**src/hw/rtl/mm4_pkg.sv**
```systemverilog
`timescale 1ns / 1ps

package mm4_pkg;

	localparam int VALUE_WIDTH   = 32;
	localparam int FRACTION_BITS = 16;
	localparam int PROD_W        = 2 * VALUE_WIDTH;
	// four products summed need two more bits
	localparam int ACC_W         = PROD_W + 2;
	localparam int MAT_N         = 4;
	localparam int K_W           = $clog2(MAT_N);
	localparam int IDX_W         = 2 * K_W;
	localparam int CNT_W         = IDX_W + 1;

	localparam logic [CNT_W-1:0] LOAD_LAST = CNT_W'(2 * MAT_N * MAT_N - 1);
	localparam logic [IDX_W-1:0] IDX_LAST  = IDX_W'(MAT_N * MAT_N - 1);
	localparam logic [K_W-1:0]   K_LAST    = K_W'(MAT_N - 1);

	typedef struct packed {
		logic             wr_left;
		logic             wr_right;
		logic [IDX_W-1:0] wr_addr;
		logic             rd;
		logic             first;
		logic             last;
		logic [K_W-1:0]   k;
		logic [IDX_W-1:0] idx;
	} cmd_t;

	typedef struct packed {
		logic taken;
	} status_t;

	function automatic logic [VALUE_WIDTH-1:0] saturate(input logic signed [ACC_W-1:0] acc);
		logic signed [ACC_W-1:0]       sh;
		logic [ACC_W-VALUE_WIDTH:0]    top;
		logic [VALUE_WIDTH-1:0]        res;
		sh  = acc >>> FRACTION_BITS;
		top = sh[ACC_W-1:VALUE_WIDTH-1];
		if ((&top) || (~|top)) begin
			res = sh[VALUE_WIDTH-1:0];
		end else if (sh[ACC_W-1]) begin
			res = {1'b1, {(VALUE_WIDTH-1){1'b0}}};
		end else begin
			res = {1'b0, {(VALUE_WIDTH-1){1'b1}}};
		end
		return res;
	endfunction

endpackage

```
**src/hw/rtl/mm4_ram.sv**
```systemverilog
`timescale 1ns / 1ps

module mm4_ram #(
	parameter int WIDTH = 32,
	parameter int DEPTH = 16
) (
	input  logic                     clk,
	input  logic                     we,
	input  logic [$clog2(DEPTH)-1:0] waddr,
	input  logic [WIDTH-1:0]         wdata,
	input  logic [$clog2(DEPTH)-1:0] raddr,
	output logic [WIDTH-1:0]         rdata
);

	logic [WIDTH-1:0] mem_q [DEPTH];
	logic [WIDTH-1:0] rdata_q;

	always_ff @(posedge clk) begin
		if (we) begin
			mem_q[waddr] <= wdata;
		end
		rdata_q <= mem_q[raddr];
	end

	assign rdata = rdata_q;

endmodule

```
**src/hw/rtl/mm4_ctrl.sv**
```systemverilog
`timescale 1ns / 1ps

module mm4_ctrl
	import mm4_pkg::*;
(
	input  logic    clk,
	input  logic    arst_n,
	input  logic    in_valid,
	output logic    in_ready,
	input  status_t status,
	output cmd_t    cmd
);

	localparam logic [1:0] ST_LOAD = 2'd0;
	localparam logic [1:0] ST_CALC = 2'd1;
	localparam logic [1:0] ST_WAIT = 2'd2;

	logic [1:0]       state_q;
	logic [CNT_W-1:0] cnt_q;
	logic [K_W-1:0]   k_q;
	logic [IDX_W-1:0] idx_q;
	logic             accept;

	assign in_ready = (state_q == ST_LOAD);
	assign accept   = in_valid && in_ready;

	always_comb begin
		cmd          = '0;
		cmd.wr_left  = accept && !cnt_q[CNT_W-1];
		cmd.wr_right = accept && cnt_q[CNT_W-1];
		cmd.wr_addr  = cnt_q[IDX_W-1:0];
		cmd.rd       = (state_q == ST_CALC);
		cmd.first    = (k_q == '0);
		cmd.last     = (k_q == K_LAST);
		cmd.k        = k_q;
		cmd.idx      = idx_q;
	end

	always_ff @(posedge clk or negedge arst_n) begin
		if (!arst_n) begin
			state_q <= ST_LOAD;
			cnt_q   <= '0;
			k_q     <= '0;
			idx_q   <= '0;
		end else begin
			unique case (state_q)
				ST_LOAD: begin
					if (accept) begin
						cnt_q <= cnt_q + 1'b1;
						if (cnt_q == LOAD_LAST) begin
							state_q <= ST_CALC;
							k_q     <= '0;
							idx_q   <= '0;
						end
					end
				end
				ST_CALC: begin
					k_q <= k_q + 1'b1;
					if (k_q == K_LAST) begin
						state_q <= ST_WAIT;
					end
				end
				ST_WAIT: begin
					// next element only once the output register is free
					if (status.taken) begin
						idx_q <= idx_q + 1'b1;
						state_q <= (idx_q == IDX_LAST) ? ST_LOAD : ST_CALC;
					end
				end
				default: begin
					state_q <= ST_LOAD;
				end
			endcase
		end
	end

endmodule

```
**src/hw/rtl/mm4_datapath.sv**
```systemverilog
`timescale 1ns / 1ps

module mm4_datapath
	import mm4_pkg::*;
(
	input  logic                          clk,
	input  logic                          arst_n,
	input  cmd_t                          cmd,
	output status_t                       status,
	input  logic signed [VALUE_WIDTH-1:0] element,
	output logic signed [VALUE_WIDTH-1:0] product_element,
	output logic [IDX_W-1:0]              product_index,
	output logic                          last,
	output logic                          out_valid,
	input  logic                          out_ready
);

	logic [VALUE_WIDTH-1:0]   rdata_a;
	logic [VALUE_WIDTH-1:0]   rdata_b;
	logic [IDX_W-1:0]         raddr_a;
	logic [IDX_W-1:0]         raddr_b;

	logic                     rd_s1, first_s1, last_s1;
	logic [IDX_W-1:0]         idx_s1;
	logic                     rd_s2, first_s2, last_s2;
	logic [IDX_W-1:0]         idx_s2;
	logic signed [PROD_W-1:0] prod_s2;
	logic signed [ACC_W-1:0]  acc_q;
	logic signed [ACC_W-1:0]  prod_ext;
	logic                     done_s3;
	logic [IDX_W-1:0]         idx_s3;

	logic                     out_valid_q;
	logic [VALUE_WIDTH-1:0]   out_elem_q;
	logic [IDX_W-1:0]         out_idx_q;
	logic                     out_last_q;

	// a[r + 4k] and b[k + 4c]
	assign raddr_a = {cmd.k, cmd.idx[K_W-1:0]};
	assign raddr_b = {cmd.idx[IDX_W-1:K_W], cmd.k};

	mm4_ram #(.WIDTH(VALUE_WIDTH), .DEPTH(MAT_N * MAT_N)) u_left_ram (
		.clk   (clk),
		.we    (cmd.wr_left),
		.waddr (cmd.wr_addr),
		.wdata (element),
		.raddr (raddr_a),
		.rdata (rdata_a)
	);

	mm4_ram #(.WIDTH(VALUE_WIDTH), .DEPTH(MAT_N * MAT_N)) u_right_ram (
		.clk   (clk),
		.we    (cmd.wr_right),
		.waddr (cmd.wr_addr),
		.wdata (element),
		.raddr (raddr_b),
		.rdata (rdata_b)
	);

	assign prod_ext = {{(ACC_W-PROD_W){prod_s2[PROD_W-1]}}, prod_s2};

	always_ff @(posedge clk or negedge arst_n) begin
		if (!arst_n) begin
			rd_s1       <= 1'b0;
			rd_s2       <= 1'b0;
			done_s3     <= 1'b0;
			out_valid_q <= 1'b0;
		end else begin
			rd_s1   <= cmd.rd;
			rd_s2   <= rd_s1;
			done_s3 <= rd_s2 && last_s2;
			if (done_s3) begin
				out_valid_q <= 1'b1;
			end else if (out_ready) begin
				out_valid_q <= 1'b0;
			end
		end
	end

	always_ff @(posedge clk) begin
		first_s1 <= cmd.first;
		last_s1  <= cmd.last;
		idx_s1   <= cmd.idx;
		first_s2 <= first_s1;
		last_s2  <= last_s1;
		idx_s2   <= idx_s1;
		prod_s2  <= $signed(rdata_a) * $signed(rdata_b);
		if (rd_s2) begin
			acc_q <= first_s2 ? prod_ext : acc_q + prod_ext;
		end
		idx_s3 <= idx_s2;
		if (done_s3) begin
			out_elem_q <= saturate(acc_q);
			out_idx_q  <= idx_s3;
			out_last_q <= (idx_s3 == IDX_LAST);
		end
	end

	assign status.taken    = out_valid_q && out_ready;
	assign out_valid       = out_valid_q;
	assign product_element = out_elem_q;
	assign product_index   = out_idx_q;
	assign last            = out_last_q;

endmodule

```
**src/hw/rtl/matrix4x4_multiply.sv**
```systemverilog
`timescale 1ns / 1ps

// 4x4 matrix multiply, column-major, signed Q16.16. Send the 16 elements of A
// and then the 16 of B on the input channel, index = row + 4*column; the
// block takes one element per cycle while loading. It then returns the 16
// elements of C = A*B in index order, with last set on the final one. The
// four products of each element are summed at full width, and the sum is
// shifted right by 16 and saturated. One shared multiply-accumulate unit
// reads one A and one B element a cycle from two small RAMs while computing;
// the next element is computed only after the previous result is taken. No
// input is taken while results are being produced.

module matrix4x4_multiply
	import mm4_pkg::*;
(
	input  logic                          clk,
	input  logic                          arst_n,
	input  logic signed [VALUE_WIDTH-1:0] element,
	input  logic                          in_valid,
	output logic                          in_ready,
	output logic signed [VALUE_WIDTH-1:0] product_element,
	output logic [IDX_W-1:0]              product_index,
	output logic                          last,
	output logic                          out_valid,
	input  logic                          out_ready
);

	cmd_t    cmd;
	status_t status;

	mm4_ctrl u_ctrl (
		.clk      (clk),
		.arst_n   (arst_n),
		.in_valid (in_valid),
		.in_ready (in_ready),
		.status   (status),
		.cmd      (cmd)
	);

	mm4_datapath u_datapath (
		.clk             (clk),
		.arst_n          (arst_n),
		.cmd             (cmd),
		.status          (status),
		.element         (element),
		.product_element (product_element),
		.product_index   (product_index),
		.last            (last),
		.out_valid       (out_valid),
		.out_ready       (out_ready)
	);

`ifndef SYNTHESIS
	// loading and result delivery never overlap
	a_no_overlap: assert property (@(posedge clk) disable iff (!arst_n)
		!(in_ready && out_valid))
		else $error("input ready while a result is pending");

	a_last_index: assert property (@(posedge clk) disable iff (!arst_n)
		(out_valid && last) |-> (product_index == IDX_LAST))
		else $error("last flag on wrong product index");

	// taking the final result reopens the input
	a_reload: assert property (@(posedge clk) disable iff (!arst_n)
		(out_valid && out_ready && last) |=> in_ready)
		else $error("input not reopened after last result");

	a_no_rd_in_load: assert property (@(posedge clk) disable iff (!arst_n)
		in_ready |-> !cmd.rd)
		else $error("read issued while loading");
`endif

endmodule

```
**config.mk**
```make
export PLATFORM = sky130hd
export DESIGN_NAME = matrix4x4_multiply
export DESIGN_NICKNAME = d
export VERILOG_FILES = /design/src/hw/rtl/mm4_pkg.sv /design/src/hw/rtl/mm4_ram.sv /design/src/hw/rtl/mm4_ctrl.sv /design/src/hw/rtl/mm4_datapath.sv /design/src/hw/rtl/matrix4x4_multiply.sv
export SDC_FILE = /design/constraint.sdc
export NUM_CORES = 2
export LEC_CHECK = 0
export BUFFER_PORTS_ARGS = -buffer_cell sky130_fd_sc_hd__buf_2
export CAP_MARGIN = 25
export CORE_UTILIZATION = 40
export CTS_CLUSTER_DIAMETER = 40
export DETAILED_ROUTE_END_ITERATION = 16
export PLACE_DENSITY = 0.59
export SLEW_MARGIN = 20
export SYNTH_ARGS = -nofsm -noshare
export SYNTH_HDL_FRONTEND = slang
export SYNTH_SLANG_ARGS = --single-unit
```
**constraint.sdc**
```tcl
create_clock -name clk -period 10.2 [get_ports clk]
set_input_delay 1.53 -clock clk [delete_from_list [all_inputs] [get_ports clk]]
set_output_delay 1.53 -clock clk [all_outputs]
set_load 0.01 [all_outputs]
```
==> metrics.csv <==
stage,metric,value,unit
floorplan,Die Y,467.0,µm
worst_hold_path,Worst Hold Path EP,u_datapath.last_s2,
yosys,Cells after Synth,6403,
cts,clk slew on worst S/H paths,0.06,ns
timing,worst relative slew slack,25.33,%
global_routing,global-route wire length before repair,325700,µm
cts,Skew-Pair Late Insertion Delay,0.83,ns
detailed_routing,Final ANT Viol Nets,0,
floorplan,number of cell rows,170,
global_routing,global-route usage over all layers,19.68,%
critical_path,crit-path most repeated cell,fa_1,
placement,placed inst area,90370,µm²
finish,layout cells sized above 1,13.92,%
finish,P&R area growth vs syn,11.90,%
yosys,"top cells by count, synth","edfxtp_1 (1127), fa_1 (1083), inv_1 (973)",
yosys,top cell type's share of synthesized area,39.14,%
detailed_routing,"wirelength, routed",209500,µm
placement,HPWL after detailed placement,146700,µm
yosys,syn_nets,7779,
timing,Final Hold Fails,0,
yosys,Synth cell types,94,
timing,Final Max Tran Viols,0,
finish,final instance area,96770,µm²
timing,TNS Setup,0,ns
critical_path,terminus of the critical flop-to-flop path,u_datapath.prod_s2[56],
floorplan,Die ar.,218000,µm²
timing,Final Skew,0.08833,ns
global_routing,initial antenna violation count,21,
detailed_routing,first-pass detailed-route iteration total,5,
status,status,completed,
critical_path,Worst path slowest cell,dfxtp_1,
timing,period utilization,86.78,%
detailed_routing,routed vias,49050,
floorplan,Top Ports,75,
detailed_routing,Wirelength per Cell,22.16,µm
floorplan,Core ar.,214600,µm²
worst_hold_path,worst hold start,u_datapath.last_s1,
detailed_routing,DR vias/cell,5.188,
critical_path,CP peak stage delay,0.84,ns
yosys,"count leader, synth",edfxtp_1,
detailed_routing,DRT iter0 DRCs,3588,
placement,routability congestion estimate,0.8778,
job,max cap viols,0,
yosys,Post-synth ARST share,1.320,%
critical_path,crit start category,flip-flop,
yosys,mapped cell area,86470,µm²
worst_hold_path,hold path depth,0,
finish,Fillers,19000,
placement,Buffers on Ports,74,
yosys,ys flop type,edfxtp_1,
critical_path,FF-to-FF Start,u_datapath.u_right_ram.rdata[8],
yosys,#FFs+latches synth,1288,
critical_path,Critical Path Fanout Max,21,
worst_hold_path,Worst Hold Class,flip-flop to flip-flop,
global_routing,GRT Residual Overflow,0,
global_routing,largest net degree at the start of global routing,112,
yosys,number of synthesized flops with an enable pin,1127,
cts,post-cts resize count,0,
global_routing,vias in the first global route,53220,
yosys,Syn. warnings,0,
critical_path,arrival time of the worst setup path,9.48,ns
critical_path,Required @ worst endpoint,10.83,ns
cts,CTS Buffer Depth,3,
cts,cts bufs inserted,177,
cts,htree depth,4,
yosys,largest area contributor in the netlist,edfxtp_1,
critical_path,"Largest delay share family, worst path",adder cells,
cts,clock sink total,1288,
timing,Tmin final,8.852,ns
timing,fmax,0.1130,GHz
yosys,sequential area share after synthesis,42.96,%
cts,CTS tree,done,
timing,Hold WS,0.3253,ns
timing,unrepaired setup endpoints after global routing,no,
cts,post-CTS setup buffer count,0,
critical_path,worst reg-to-reg path cell count,24,
floorplan,die width,467.0,µm
timing,Setup Viol. Count Final,0,
floorplan,Initial Utilization,40.29,%
cts,Root Driver,clkbuf_16,
critical_path,critical path class,flip-flop to flip-flop,
timing,measured slew at the worst slew-check pin,1.118,ns
critical_path,worst path cell trace,"buf_4, nand2_1, fa_1, inv_1, fa_1, fa_1, inv_1, fa_1, inv_1, fa_1, inv_1, fa_1, inv_1, fa_1, fa_1, ha_1, and3_1, a311o_1, nor2b_1, o2111ai_1, a311oi_1, nor2_1, mux2i_1, a2111oi_0",
cts,hold buffer count at CTS,0,
detailed_routing,DRC Markers,0,
critical_path,R2R Setup Slk,1.35,ns
yosys,synth top area cells,"edfxtp_1 (39%), fa_1 (25%), mux4_2 (8.3%)",
critical_path,critical path buffer and inverter count,6,
finish,final net count,7832,
critical_path,Worst Setup End Kind,flip-flop,
yosys,Mapped Avg Cell Area,13.51,µm²
cell usage in the layout, fill, tap and decap left out, types with 9 or more instances in the layout:
cell type   count
and2_1        531
o21bai_1       28
clkbuf_1       23
edfxtp_1     1127
nand2b_1       26
clkinv_16      12
nand4_1        33
o21a_1         10
xor2_1         45
ha_1          257
inv_6          20
o21ai_0       100
bufinv_16      15
clkinvlp_4     15
nand2_1       612
clkinv_8       11
dfxtp_1       140
dfrtp_1         9
clkinv_1       10
clkinv_4       15
and3_1         27
o21ai_1        16
xnor2_1        86
a21o_1        131
clkinv_2       15
nor3_1         20
inv_8           9
fa_1         1083
a21oi_1       122
nor2b_1        18
mux4_2        320
o31ai_1        10
nand3_1        29
buf_2          74
buf_4         125
nor2_1         92
nor2_4         30
clkbuf_16     180
a31oi_1        21
inv_1         973
sequential cells by signal (all words and copies together), names as in the netlist, 2 cells and up:
signal,count
u_datapath.acc_q,66
u_ctrl.state_q,2
u_datapath.idx_s3,4
u_datapath.u_right_ram.rdata,32
u_datapath.prod_s2,64
u_datapath.idx_s2,4
u_datapath.u_left_ram.rdata,32
u_ctrl.cnt_q,5
u_datapath.u_right_ram.mem_q,512
u_datapath.u_left_ram.mem_q,512
u_datapath.idx_s1,4
u_datapath.product_element,32
u_datapath.product_index,4
u_ctrl.idx_q,4
u_ctrl.k_q,2
how the worst max path moves through the flow:
| stage | start | endpoint | slack, ns | depth (start not counted) |
|---|---|---|---|---|
| floorplan | u_datapath.u_right_ram.rdata[2] | u_datapath.prod_s2[62] | 2.11 | 26 |
| global placement | u_datapath.u_right_ram.rdata[8] | u_datapath.prod_s2[56] | 1.46 | 24 |
| detailed placement | u_datapath.u_right_ram.rdata[8] | u_datapath.prod_s2[56] | 1.34 | 24 |
| CTS | u_datapath.u_right_ram.rdata[8] | u_datapath.prod_s2[56] | 1.39 | 24 |
| global route | u_datapath.u_right_ram.rdata[8] | u_datapath.prod_s2[56] | 1.08 | 24 |
| finish | u_datapath.u_right_ram.rdata[8] | u_datapath.prod_s2[56] | 1.35 | 24 |
kinds of logic (layout without fill, tap and decap cells):
| logic type | count (synthesis) | in the layout | share of synthesized area (%) |
|---|---|---|---|
| other | 0 | 7 | 0 |
| AOI/OAI and AO/OA | 547 | 547 | 4.296 |
| muxes | 328 | 328 | 8.434 |
| buffers and inverters | 1308 | 1515 | 5.759 |
| adders and majority gates | 1340 | 1340 | 28.79 |
| xor gates and xnor gates | 131 | 131 | 1.327 |
| and+or+nand+nor | 1461 | 1461 | 8.431 |
| DFF | 1288 | 1288 | 42.96 |
layer usage:
metal	wire length (µm)	global-route usage, %	vias to the layer above	share of wire, %
li1	-	-	21590	-
met1	92050	27.43	25660	44
met2	95420	30.37	1475	46
met3	17190	5.410	316	8.2
met4	4766	5.036	18	2.3
met5	111	0	-	0.053
metrics by stage:
stage | utilization, % | worst slack [ns] | cells
global route | 45.08 | 1.081 | 9451
detailed placement | 42.11 | 1.340 | 9112
global placement | 42.09 | 1.461 | 9110
CTS | 45.06 | 1.389 | 9445
finish | 45.09 | 1.348 | 9455
floorplan | - | 2.113 | 6403
final cells by class:
class	count	area (µm²)	area share, %
flip-flops and latches	1288	37180	38.42
multi-input cells	3807	44580	46.07
inverters	975	3660	3.782
repair buffers	207	1445	1.493
clock buffers	210	4687	4.844
diodes	7	17.52	0.01810
clock inverters	123	1645	1.700
well taps	2838	3551	3.670
Power is left out: the tool's default activity adds up to more than one toggle a clock period on the data nets, which glitch-free logic cannot reach.
